--- config.mk ---
export PLATFORM = sky130hd
export DESIGN_NAME = lru_page_replacement_core
export DESIGN_NICKNAME = d
export VERILOG_FILES = /design/src/sv/lrupr_pkg.sv /design/src/sv/lrupr_ctrl.sv /design/src/sv/lrupr_datapath.sv /design/src/sv/lru_page_replacement_core.sv
export SDC_FILE = /design/constraint.sdc
export NUM_CORES = 1
export LEC_CHECK = 0
export BUFFER_PORTS_ARGS = -buffer_cell sky130_fd_sc_hd__buf_2
export CAP_MARGIN = 5
export CORE_ASPECT_RATIO = 0.7
export CORE_MARGIN = 1
export CORE_UTILIZATION = 53
export CTS_CLUSTER_DIAMETER = 200
export DETAILED_ROUTE_END_ITERATION = 8
export PLACE_DENSITY = 0.77
export SETUP_SLACK_MARGIN = 0.15
export SLEW_MARGIN = 25
export SYNTH_ARGS = -nofsm -noshare
export SYNTH_HDL_FRONTEND = slang
export SYNTH_HIERARCHICAL = 1
export SYNTH_SLANG_ARGS = --single-unit
--- constraint.sdc ---
create_clock -name clk -period 14.5 [get_ports clk]
set_input_delay 0.725 -clock clk [delete_from_list [all_inputs] [get_ports clk]]
set_output_delay 0.725 -clock clk [all_outputs]
set_load 0.005 [all_outputs]
--- src/sv/lrupr_pkg.sv ---
// ---------------------------------------------------------------------------
// lrupr_pkg
// shared constants, types and helpers for the lru page replacement core
// ---------------------------------------------------------------------------
package lrupr_pkg;

  localparam int FRAME_COUNT = 4;
  localparam int PAGE_BITS   = 16;
  localparam int IN_PAGE_W   = 16;
  localparam int SLOT_W      = 4;
  localparam int RANK_W      = 4;
  localparam int FAULT_W     = 32;
  localparam int FRAME_IDX_W = (FRAME_COUNT > 1) ? $clog2(FRAME_COUNT) : 1;
  localparam int CNT_W       = $clog2(FRAME_COUNT + 1);
  localparam int IN_DATA_W   = 16;
  localparam int OUT_DATA_W  = 56;
  localparam int OUT_USED_W  = 1 + SLOT_W + 1 + IN_PAGE_W + FAULT_W;

  typedef logic [PAGE_BITS-1:0]   page_t;
  typedef logic [FRAME_IDX_W-1:0] frame_idx_t;
  typedef logic [RANK_W-1:0]      rank_t;
  typedef logic [CNT_W-1:0]       count_t;

  typedef enum logic [0:0] {
    ST_IDLE,
    ST_EXEC
  } state_t;

  typedef struct packed {
    logic capture;
    logic execute;
  } cmd_t;

  function automatic page_t to_page(logic [IN_PAGE_W-1:0] p);
    page_t r;
    r = '0;
    for (int i = 0; i < IN_PAGE_W; i++) begin
      if (i < PAGE_BITS) r[i] = p[i];
    end
    return r;
  endfunction

  function automatic logic [IN_PAGE_W-1:0] from_page(page_t p);
    logic [IN_PAGE_W-1:0] r;
    r = '0;
    for (int i = 0; i < PAGE_BITS; i++) begin
      if (i < IN_PAGE_W) r[i] = p[i];
    end
    return r;
  endfunction

endpackage

--- src/sv/lrupr_ctrl.sv ---
// ---------------------------------------------------------------------------
// lrupr_ctrl
// sequencer for one access at a time and the result valid flag
// ---------------------------------------------------------------------------
module lrupr_ctrl (
  input  logic              clk,
  input  logic              rst,
  input  logic              s_tvalid,
  output logic              s_tready,
  output logic              m_tvalid,
  input  logic              m_tready,
  output lrupr_pkg::cmd_t   cmd
);

  lrupr_pkg::state_t state;
  lrupr_pkg::state_t state_next;
  logic              m_tvalid_next;

  always_comb begin
    state_next = state;
    unique case (state)
      lrupr_pkg::ST_IDLE: begin
        if (s_tvalid) state_next = lrupr_pkg::ST_EXEC;
      end
      lrupr_pkg::ST_EXEC: begin
        if (!m_tvalid || m_tready) state_next = lrupr_pkg::ST_IDLE;
      end
      default: state_next = lrupr_pkg::ST_IDLE;
    endcase
  end

  always_comb begin
    s_tready    = 1'b0;
    cmd.capture = 1'b0;
    cmd.execute = 1'b0;
    unique case (state)
      lrupr_pkg::ST_IDLE: begin
        s_tready    = 1'b1;
        cmd.capture = s_tvalid;
      end
      lrupr_pkg::ST_EXEC: begin
        cmd.execute = !m_tvalid || m_tready;
      end
      default: begin
        s_tready = 1'b0;
      end
    endcase
  end

  always_comb begin
    m_tvalid_next = m_tvalid;
    if (cmd.execute) begin
      m_tvalid_next = 1'b1;
    end else if (m_tready) begin
      m_tvalid_next = 1'b0;
    end
  end

  always_ff @(posedge clk) begin
    if (rst) begin
      state    <= lrupr_pkg::ST_IDLE;
      m_tvalid <= 1'b0;
    end else begin
      state    <= state_next;
      m_tvalid <= m_tvalid_next;
    end
  end

  // a new result never overwrites one still waiting
  assert property (@(posedge clk) disable iff (rst) cmd.execute |-> (!m_tvalid || m_tready))
    else $error("result overwritten while stalled");

  // nothing is taken in while an access is in flight
  assert property (@(posedge clk) disable iff (rst)
    (state == lrupr_pkg::ST_EXEC) |-> !s_tready)
    else $error("input taken during execute");

  // every captured access is executed next or held
  assert property (@(posedge clk) disable iff (rst) cmd.capture |=> (state == lrupr_pkg::ST_EXEC))
    else $error("captured access lost");

endmodule

--- src/sv/lrupr_datapath.sv ---
// ---------------------------------------------------------------------------
// lrupr_datapath
// frame tags, occupancy, recency ranks, fault counter and result register
// ---------------------------------------------------------------------------
module lrupr_datapath (
  input  logic                                  clk,
  input  logic                                  rst,
  input  lrupr_pkg::cmd_t                       cmd,
  input  logic [lrupr_pkg::IN_PAGE_W-1:0]       page_number,
  output logic                                  hit,
  output logic [lrupr_pkg::SLOT_W-1:0]          frame_slot,
  output logic                                  evicted_valid,
  output logic [lrupr_pkg::IN_PAGE_W-1:0]       evicted_page,
  output logic [lrupr_pkg::FAULT_W-1:0]         fault_total
);

  lrupr_pkg::page_t      page_q;
  lrupr_pkg::page_t      resident_page [lrupr_pkg::FRAME_COUNT];
  logic [lrupr_pkg::FRAME_COUNT-1:0] occupied;
  lrupr_pkg::rank_t      rank [lrupr_pkg::FRAME_COUNT];
  lrupr_pkg::rank_t      rank_next [lrupr_pkg::FRAME_COUNT];
  logic [lrupr_pkg::FAULT_W-1:0] fault_counter;
  logic [lrupr_pkg::FAULT_W-1:0] fault_counter_next;

  logic [lrupr_pkg::FRAME_COUNT-1:0] match_vec;
  logic                  is_hit;
  logic                  any_empty;
  lrupr_pkg::frame_idx_t hit_idx;
  lrupr_pkg::frame_idx_t empty_idx;
  lrupr_pkg::frame_idx_t lru_idx;
  lrupr_pkg::frame_idx_t slot;
  lrupr_pkg::count_t     n_occ;
  lrupr_pkg::rank_t      old_rank;
  lrupr_pkg::rank_t      top_rank;
  logic                  shift_down;

  always_comb begin
    hit_idx   = '0;
    empty_idx = '0;
    lru_idx   = '0;
    n_occ     = '0;
    for (int i = lrupr_pkg::FRAME_COUNT - 1; i >= 0; i--) begin
      match_vec[i] = occupied[i] && (resident_page[i] == page_q);
      if (match_vec[i]) hit_idx = lrupr_pkg::FRAME_IDX_W'(i);
      if (!occupied[i]) empty_idx = lrupr_pkg::FRAME_IDX_W'(i);
      if (rank[i] == '0) lru_idx = lrupr_pkg::FRAME_IDX_W'(i);
      n_occ = n_occ + lrupr_pkg::count_t'(occupied[i]);
    end
    is_hit     = |match_vec;
    any_empty  = !(&occupied);
    slot       = is_hit ? hit_idx : (any_empty ? empty_idx : lru_idx);
    old_rank   = rank[slot];
    shift_down = is_hit || !any_empty;
    // fill takes the old count as its rank, hit and eviction take count minus one
    if (shift_down) begin
      top_rank = lrupr_pkg::RANK_W'(n_occ - lrupr_pkg::count_t'(1));
    end else begin
      top_rank = lrupr_pkg::RANK_W'(n_occ);
    end
    for (int i = 0; i < lrupr_pkg::FRAME_COUNT; i++) begin
      rank_next[i] = rank[i];
      if (lrupr_pkg::FRAME_IDX_W'(i) == slot) begin
        rank_next[i] = top_rank;
      end else if (shift_down && occupied[i] && (rank[i] > old_rank)) begin
        rank_next[i] = rank[i] - lrupr_pkg::rank_t'(1);
      end
    end
    fault_counter_next = fault_counter;
    if (!is_hit && (fault_counter != '1)) begin
      fault_counter_next = fault_counter + lrupr_pkg::FAULT_W'(1);
    end
  end

  always_ff @(posedge clk) begin
    if (cmd.capture) page_q <= lrupr_pkg::to_page(page_number);
    if (cmd.execute) begin
      if (!is_hit) resident_page[slot] <= page_q;
      hit           <= is_hit;
      frame_slot    <= lrupr_pkg::SLOT_W'(slot);
      evicted_valid <= !is_hit && !any_empty;
      evicted_page  <= (!is_hit && !any_empty) ?
                       lrupr_pkg::from_page(resident_page[slot]) : '0;
      fault_total   <= fault_counter_next;
    end
  end

  always_ff @(posedge clk) begin
    if (rst) begin
      occupied      <= '0;
      fault_counter <= '0;
      for (int i = 0; i < lrupr_pkg::FRAME_COUNT; i++) rank[i] <= '0;
    end else if (cmd.execute) begin
      if (!is_hit) occupied[slot] <= 1'b1;
      fault_counter <= fault_counter_next;
      for (int i = 0; i < lrupr_pkg::FRAME_COUNT; i++) rank[i] <= rank_next[i];
    end
  end

  // a page is resident in at most one frame
  assert property (@(posedge clk) disable iff (rst) $onehot0(match_vec))
    else $error("page resident in two frames");

  // frames never become empty again
  assert property (@(posedge clk) disable iff (rst) &(occupied | ~$past(occupied)))
    else $error("occupied frame dropped");

  // fault count moves by at most one per cycle
  assert property (@(posedge clk) disable iff (rst)
    (fault_counter == $past(fault_counter)) ||
    (fault_counter == $past(fault_counter) + lrupr_pkg::FAULT_W'(1)))
    else $error("fault counter jumped");

endmodule

--- src/sv/lru_page_replacement_core.sv ---
// ---------------------------------------------------------------------------
// lru_page_replacement_core
// fully associative lru page-frame tracker, one result item per access
// ---------------------------------------------------------------------------
//  channel  dir  handshake          payload
//  s_*      in   s_tvalid/s_tready  page_number
//  m_*      out  m_tvalid/m_tready  hit, frame_slot, evicted_valid, evicted_page, fault_total
//
//  an item is captured in idle, then tag compare and rank update run in the execute state
//  the result register frees the input side, so the next item is taken while a result waits
//  a stalled result keeps the following item in execute, and no further item is taken
//  rst clears occupancy, ranks, fault count and the result valid flag
// ---------------------------------------------------------------------------
module lru_page_replacement_core (
  input  logic                                clk,
  input  logic                                rst,
  input  logic                                s_tvalid,
  output logic                                s_tready,
  input  logic [lrupr_pkg::IN_DATA_W-1:0]     s_tdata,   // page_number
  output logic                                m_tvalid,
  input  logic                                m_tready,
  output logic [lrupr_pkg::OUT_DATA_W-1:0]    m_tdata    // hit, frame_slot, evicted_valid,
                                                         // evicted_page, fault_total
);

  lrupr_pkg::cmd_t                 cmd;
  logic                            hit;
  logic [lrupr_pkg::SLOT_W-1:0]    frame_slot;
  logic                            evicted_valid;
  logic [lrupr_pkg::IN_PAGE_W-1:0] evicted_page;
  logic [lrupr_pkg::FAULT_W-1:0]   fault_total;

  lrupr_ctrl u_ctrl (
    .clk      (clk),
    .rst      (rst),
    .s_tvalid (s_tvalid),
    .s_tready (s_tready),
    .m_tvalid (m_tvalid),
    .m_tready (m_tready),
    .cmd      (cmd)
  );

  lrupr_datapath u_datapath (
    .clk           (clk),
    .rst           (rst),
    .cmd           (cmd),
    .page_number   (s_tdata[lrupr_pkg::IN_PAGE_W-1:0]),
    .hit           (hit),
    .frame_slot    (frame_slot),
    .evicted_valid (evicted_valid),
    .evicted_page  (evicted_page),
    .fault_total   (fault_total)
  );

  assign m_tdata = {{(lrupr_pkg::OUT_DATA_W - lrupr_pkg::OUT_USED_W){1'b0}},
                    fault_total, evicted_page, evicted_valid, frame_slot, hit};

endmodule

* After elaboration in Yosys (flattened, before gate mapping)
Memory sizes are Yosys's and may differ from the RTL's. A register that Yosys moved wholly into a read port is not among the register bits. Cells that the tools add are included. Widths: inputs -> output; s select.
Operators by class: magnitude comparators 6, reductions and logical operators 29, add/subtract/negate cells 9, bitwise logic cells 7, multiplexer cells 46, equal/unequal tests 8
Operators by type and width (number):
- $eq 16x16->1 | 4
- $mux 4 | 13
- $add 32x1->32 const B | 1
- $mux 32 | 1
- $ne 32x32->1 const B | 1
- $mux 2 | 14
- $gt 4x4->1 | 4
- $logic_not 4->1 | 4
- $mux 1 | 16
- $sub 4x1->4 const B | 4
- $logic_and 1x1->1 | 15
- $add 3x1->3 | 2
- $eq 2x2->1 const A | 2
- $or 1x1->1 | 4
- $or 4x4->4 | 1
- $reduce_and 4->1 | 1
- $reduce_or 4->1 | 1
- $sub 3x1->4 const B | 1
- $logic_not 1->1 | 3
- $lt 2x3->1 const B | 1
- $add 1x1->2 | 1
- $demux 1 s2 | 1
- $eq 1x2->1 const A | 1
- $ge 2x1->1 const B | 1
- 6 further kinds | 8
Word-level totals: flip-flop bits (word level) 90, RAM bits 80, output and inout bits 58, word-level logic and storage cells 116, input bits 20, memories kept 2
Memories:
- u_datapath.resident_page | depth 4, width 16, rd ports 5, clocked after memory_dff 1, wr ports 1, line lrupr_datapath.sv:18 | lrupr_pkg::page_t resident_page [lrupr_pkg::FRAME_COUNT];
- u_datapath.rank | depth 4, width 4, rd ports 5, clocked after memory_dff 0, wr ports 4, line lrupr_datapath.sv:20 | lrupr_pkg::rank_t rank [lrupr_pkg::FRAME_COUNT];

* Longest topological paths before layout
Gate-level depths: netlist of the first run. An unclocked memory read counts as a cell.
depth in word-level cells 14, gate-level depth with buffers 21, depth with buffers taken out 18

* By module
Netlist of the first run, hierarchy kept.
Modules (own cells, without submodules):
- lrupr_datapath | cells an instance 845, area an instance 9522.9 um^2, times used 1, sequential area each 5165.0 um^2
- lrupr_ctrl | cells an instance 10, area an instance 95.1 um^2, times used 1, sequential area each 40.0 um^2
- lru_page_replacement_core | cells an instance 5, area an instance 33.8 um^2, times used 1, sequential area each 0.0 um^2

* Least setup slack after synthesis of the first run
OpenSTA, ideal clock, no wires.
kind reg2reg, start reg, netlist name u_datapath/page_q[0], end mem u_datapath/rank[3][0] in the netlist's numbering, enable pin, setup time 0.372 ns, slack 9.521 ns, arrival time 4.608 ns, cell stages (with the launch flop) 18, path buffers 2, period minus slack after synthesis 4.979 ns, data required time 14.128 ns, cells stage by stage edfxtp_1 > xor2_1 > or4b_1 > or4_4 > o21ai_0 > a31oi_2 > inv_1 > clkbuf_1 > clkbuf_1 > nand2_1 > nand3_1 > o21ai_0 > ha_1 > inv_1 > a2111oi_4 > a41oi_1 > or3_1 > a211oi_1
RTL lines (line):
- end: declaration | lrupr_datapath.sv:20

==> results of run 1 <==
## power groups by stage
stage	combinational [mW]	clock, mW	sequential (mW)
finish	0.113	0.476	0.614
floorplan	0.0792	0	0.619
global placement	0.110	0	0.625
detailed placement	0.111	0	0.625
CTS	0.112	0.484	0.614
global route	0.124	0.505	0.616
## cell type report
cell class | count | area [sq um] | share of cell area (%)
flip-flops and latches | 186 | 5200 | 48.3
clock buffers | 18 | 429 | 3.98
clock inverters | 14 | 176 | 1.64
inverters | 33 | 124 | 1.15
repair buffers | 82 | 433 | 4.01
multi-input cells | 592 | 4130 | 38.3
well taps | 231 | 289 | 2.68
## critical path, cell delays in order, from the launching register on
cell and delay (ns):
edfxtp_1 0.53, inv_1 0.18, ha_1 0.25, or3b_2 0.46
a21oi_1 0.24, o21a_1 0.20, o21ai_0 0.11, a31oi_2 0.45
inv_1 0.30, nand2_1 0.13, nand2_1 0.05, o21ai_0 0.47
ha_1 0.24, inv_1 0.07, a2111oi_4 0.25, a41oi_1 0.09
or3_1 0.40, a211oi_1 0.53
## state kept, by name (all words and copies together) (netlist names)
name,count
u_datapath/fault_total,32
u_datapath/page_q,16
u_datapath/evicted_page,16
u_ctrl/state,1
u_datapath/occupied,4
u_datapath/hit,1
u_ctrl/m_tvalid,1
u_datapath/evicted_valid,1
u_datapath/frame_slot,2
u_datapath/rank,16
u_datapath/fault_counter,32
u_datapath/resident_page,64
## cells by family (layout without fill, tap and decap cells)
group / Yosys count / after routing / synth area share [%]
mux: 27 / 27 / 2.84
flops: 186 / 186 / 53.9
buf+inv: 84 / 147 / 3.60
xor+xnor: 136 / 136 / 12.3
fa+ha+maj: 21 / 21 / 2.75
simple gates: 282 / 282 / 15.1
compound gates: 122 / 122 / 9.41
other cells: 2 / 4 / 0.0778
## through the flow
stage	cells	power, mW
finish	1156	1.20
detailed placement	1124	0.736
global placement	1124	0.735
CTS	1156	1.21
floorplan	862	0.699
global route	1156	1.25
## cells in the final DEF, fill, tap and decap left out, types with 24 or more instances in the layout
master,netlist,routed
dfxtp_1,38,38
edfxtp_1,148,148
nand3_1,30,30
nand2_1,47,47
nor2_1,75,75
buf_2,5,73
nand4_1,28,28
xnor2_1,79,79
a211oi_1,45,45
mux2i_1,24,24
xor2_1,57,57
inv_1,32,32
## how the worst min path moves through the flow
| stage | endpoint | slack [ns] | cells past startpoint |
|---|---|---|---|
| after floorplan | u_datapath/fault_counter[11] | 0.48 | 2 |
| after global placement | u_datapath/fault_counter[11] | 0.49 | 2 |
| after detailed placement | u_datapath/fault_counter[25] | 0.51 | 2 |
| after CTS | u_datapath/page_q[12] | 0.45 | 1 |
| after global routing | u_datapath/page_q[12] | 0.45 | 1 |
| final | u_datapath/page_q[13] | 0.46 | 1 |
## layer usage
layer	wire length, um	vias up
met3	2030	30
met2	9330	271
met4	340	0
li1	-	3213
met5	0	-
met1	10700	3301
==> results.yml, run 1 <==
synth:
  synth.most_common_cell: "edfxtp_1"
  synth.top_cells.by_count: "148 x edfxtp_1, 79 x xnor2_1, 75 x nor2_1"
  synth_top_area_cell: "edfxtp_1"
  synth.top_cells.by_area: "edfxtp_1 46%, dfxtp_1 7.9%, xnor2_1 7.2%"
  synthArstFlopShare_pct: 0
  synth.distinct_cells: 70
  yosys_warnings: 6
  synth-main-ff-cell: "edfxtp_1"
  ys_seq_area_share_pct: 53.9
  synth_area_sq_um: 9650
  synth_top_area_share_pct: 46.0
  syn_inst: 860
  synth_edf_count: 148
  ys_ff_latch: 186
  syn_avg_cell_area_sq_um: 11.2
floorplan:
  die_w_um: 163
  pin_count: 78
  core_area_sq_um: 17500
  design.die.area_sq_um: 18800
  start_util_pct: 55.3
  row_count: 40
  fp.dieH_um: 115
sta:
  rsz0062_at_grt: "no"
  fin_crit_sh_pct: 36.8
  slew_viol_final: 0
  finalCriticalPeriod_ns: 5.33
  fmax_mhz: 187
  max_slew_margin_pct: 42.6
  setup_viol: 0
  skew_ns: 0.0139
  setup_slack_ns: 9.17
  finalHoldViolCount: 0
  whs_ns: 0.465
  worstMarginPinSlew_ns: 0.860
  finalSetupTns_ns: 0
worst_setup_path:
  setup.worst_path.end_class: "register"
  crit_path_max_fanout: 11
  path_class: "reg2reg"
  worst_r2r_endpoint: "u_datapath/rank[3][1]"
  reg2reg_depth: 17
  reg2reg_from: "u_datapath/rank[2][1]"
  arrival_ns: 5.39
  startpoint: "u_datapath/rank[2][1]"
  reg2reg_slack_ns: 9.17
  start_kind: "register"
  crit_path_end: "u_datapath/rank[3][1]"
  required_ns: 14.56
cts:
  post_cts_buffers: 0
  cts.sinks: 186
  cts_tree: "built"
  clk_latency_ns: 0.43
  cts-hold-fix-buffers: 0
  cts_buffer_depth: 2
  cts.clk_slew.worst_paths_ns: 0.07
  cts_made_buffers: 17
  cts_resized: 0
  clockRootBuffer: "clkbuf_16"
  cts_max_level: 4
final_layout:
  postLayoutCellArea_sq_um: 10800
  utilization_pct: 61.7
  drive_above_1_share_pct: 15.2
  syn2layout_area_growth_pct: 11.7
  final_nets: 951
  diodes: 0
  nFillCells: 1374
route:
  first_pass_iters: 5
  antenna_left: 0
  drc: 0
  wl_um: 22400
  via_per_inst: 5.90
  via_count: 6815
  wl_per_cell_um: 19.4
  drt-initial-drc-count: 727
pwr:
  p_sw_mw: 0.301
  intPower_mw: 0.902
  clockPowerShare_pct: 39.6
  p_leak_nw: 3.66
  switching_share_pct: 25.0
  p_seq_share_pct: 51.0
  ir_worst_vdd_uv: 93.8
  p_per_area_nw_per_um2: 112
  power_frac_comb_pct: 9.4
grt:
  met1_usage_pct: 37.9
  grt_usage_pct: 24.9
  grt_max_degree: 63
  grt_pass1_wl_um: 34800
  grt_overflow: 0
  grt_pass1_vias: 6257
  grt_most_used_layer: "met1"
  antenna_found_initial: 0
  use_met2_pct: 34.4
  met3_usage_pct: 6.71
placement:
  gp_congestion: 0.962
  numPortBuffers: 73
  place_area_sq_um: 10200
  place_ws_ns: 9.26
  dp_hpwl_um: 15500
min_path:
  hp-start: "s_tdata[13]"
  hp-class: "in2reg"
run:
  max_cap_viol_count: 0
run_status:
  status: "finished clean"
No activity file was read; power rests on OpenSTA's default activity.
==> run 2, diff against run 1 <==
- PLACE_DENSITY: 0.77 -> 0.8
- clock period: 14.5 -> 4.5 ns (I/O delays scaled with it)
==> run 2 against run 1 <==
Net effect:
- sequential power grew to 3.2 times the previous value
- wire length grew 8.1%
- non-clock buffer count increased by 44
- sequential share of layout area decreased by 2.6 points
- critical path type unchanged
- largest cell class unchanged
- highest routed layer unchanged
==> results.yml, run 2 (synthesized netlist as in run 1, its figures left out) <==
placement:
  dp_hpwl_um: 16500
  gp_congestion: 1.01
  place_area_sq_um: 10400
  placed_cells: 1141
  numPortBuffers: 73
  place_ws_ns: 0.105
sta:
  finalSetupTns_ns: 0
  finalHoldViolCount: 0
  fmax_mhz: 236
  fin_crit_sh_pct: 94.1
  skew_ns: 0.0150
  slew_viol_final: 0
  finalCriticalPeriod_ns: 4.23
  setup_viol: 0
  max_slew_margin_pct: 38.2
  setup_slack_ns: 0.267
  worstMarginPinSlew_ns: 0.922
  rsz0062_at_grt: "no"
min_path:
  hp-class: "in2reg"
floorplan:
  fp.dieH_um: 115
  start_util_pct: 55.3
  core_area_sq_um: 17500
  design.die.area_sq_um: 18800
  pin_count: 78
  row_count: 40
  die_w_um: 163
worst_setup_path:
  setup.worst_path.end_class: "register"
  reg2reg_slack_ns: 0.27
  crit_path_max_fanout: 13
  required_ns: 4.67
  arrival_ns: 4.40
  start_kind: "register"
  path_class: "reg2reg"
cts:
  cts_max_level: 4
  cts.sinks: 186
  clk_latency_ns: 0.44
  cts_tree: "built"
  cts_buffer_depth: 2
  cts.clk_slew.worst_paths_ns: 0.07
  cts_made_buffers: 17
  clockRootBuffer: "clkbuf_16"
grt:
  antenna_found_initial: 0
  grt_max_degree: 53
  grt_pass1_vias: 6730
  grt_pass1_wl_um: 37300
  grt_usage_pct: 26.6
  grt_overflow: 0
run_status:
  status: "finished clean"
route:
  via_per_inst: 5.98
  drt-initial-drc-count: 822
  drc: 0
  wl_um: 24200
  antenna_left: 0
  wl_per_cell_um: 20.2
  via_count: 7175
  first_pass_iters: 6
final_layout:
  final_nets: 995
  fin_cells: 1200
  postLayoutCellArea_sq_um: 11400
  top_register: "u_datapath/resident_page"
  syn2layout_area_growth_pct: 18.1
  drive_above_1_share_pct: 20.2
  utilization_pct: 65.3
  layout_common_cells: "148 x edfxtp_1, 75 x nor2_1, 73 x buf_2"
  largest_register_ffs: 64
  diodes: 0
  layout_commonest_cell: "edfxtp_1"
  top_regs: "u_datapath/resident_page (64), u_datapath/fault_counter (32), u_datapath/fault_total (32)"
pwr:
  p_leak_nw: 3.95
  ir_worst_vdd_uv: 406
  p_per_area_nw_per_um2: 347
run:
  max_cap_viol_count: 0
-- run 2: area by class of cell --
class                           count  area [sq um]
Sequential cell                   186          5200
Fill cell                        1276          6070
Clock buffer                       18           429
Timing Repair Buffer              126           815
Inverter                           33           126
Clock inverter                     14           173
Multi-Input combinational cell    592          4360
Tap cell                          231           289
-- run 2: per-layer routing --
metal | part of all wire, % | track usage (%) | wire, um | vias up
met4 | 1.6 | 6.79 | 384 | 0
met3 | 8.9 | 5.99 | 2160 | 33
met1 | 47 | 40.3 | 11300 | 3483
met5 | 0 | 0 | 0 | -
met2 | 43 | 38.5 | 10300 | 353
li1 | - | - | - | 3306
-- run 2: timing repair --
item                       in CTS  in global routing
hold buffers                   16                  0
setup buffers                   0                 10
resized for setup               4                 25
setup endpoints to repair       8                 16
hold endpoints to repair       16                  0
pin swaps                       0                  6
-- run 2: final timing paths --
kind / start / to / cells after the start
setup / recovery: u_datapath/rank[3][0] / u_datapath/rank[2][3] / 13
hold reg to reg: u_datapath/fault_counter[13] / u_datapath/fault_counter[13] / 2
hold / removal: m_tready / u_ctrl/m_tvalid / 3
setup reg to reg: u_datapath/rank[3][0] / u_datapath/rank[2][3] / 13
-- run 2: worst max-delay path, cell delays in order (launching register included) --
cell and delay, ns:
edfxtp_1 0.38, inv_1 0.18, ha_1 0.22, nor3b_1 0.50, nor2_1 0.15, o32ai_2 0.36, buf_4 0.21, a31oi_1 0.07
a31oi_4 0.49, o2bb2ai_2 0.19, nor4b_1 0.31, o22ai_1 0.15, o311a_1 0.37, a221o_1 0.39
-- run 2: power by group --
part           leakage (nW)  total (mW)  switching [mW]  internal [mW]
logic                  1.99       0.448           0.265          0.183
clock network         0.297        1.54           0.700          0.845
registers              1.67        1.96          0.0468           1.92
-- run 2: metrics by stage --
step / power, mW / hold slack, ns
3_3_place_gp: 2.39 / 0.403
2_1_floorplan: 2.26 / 0.294
4_1_cts: 3.93 / 0.0925
6_report: 3.96 / 0.136
5_1_grt: 4.07 / 0.163
3_5_place_dp: 2.39 / 0.403
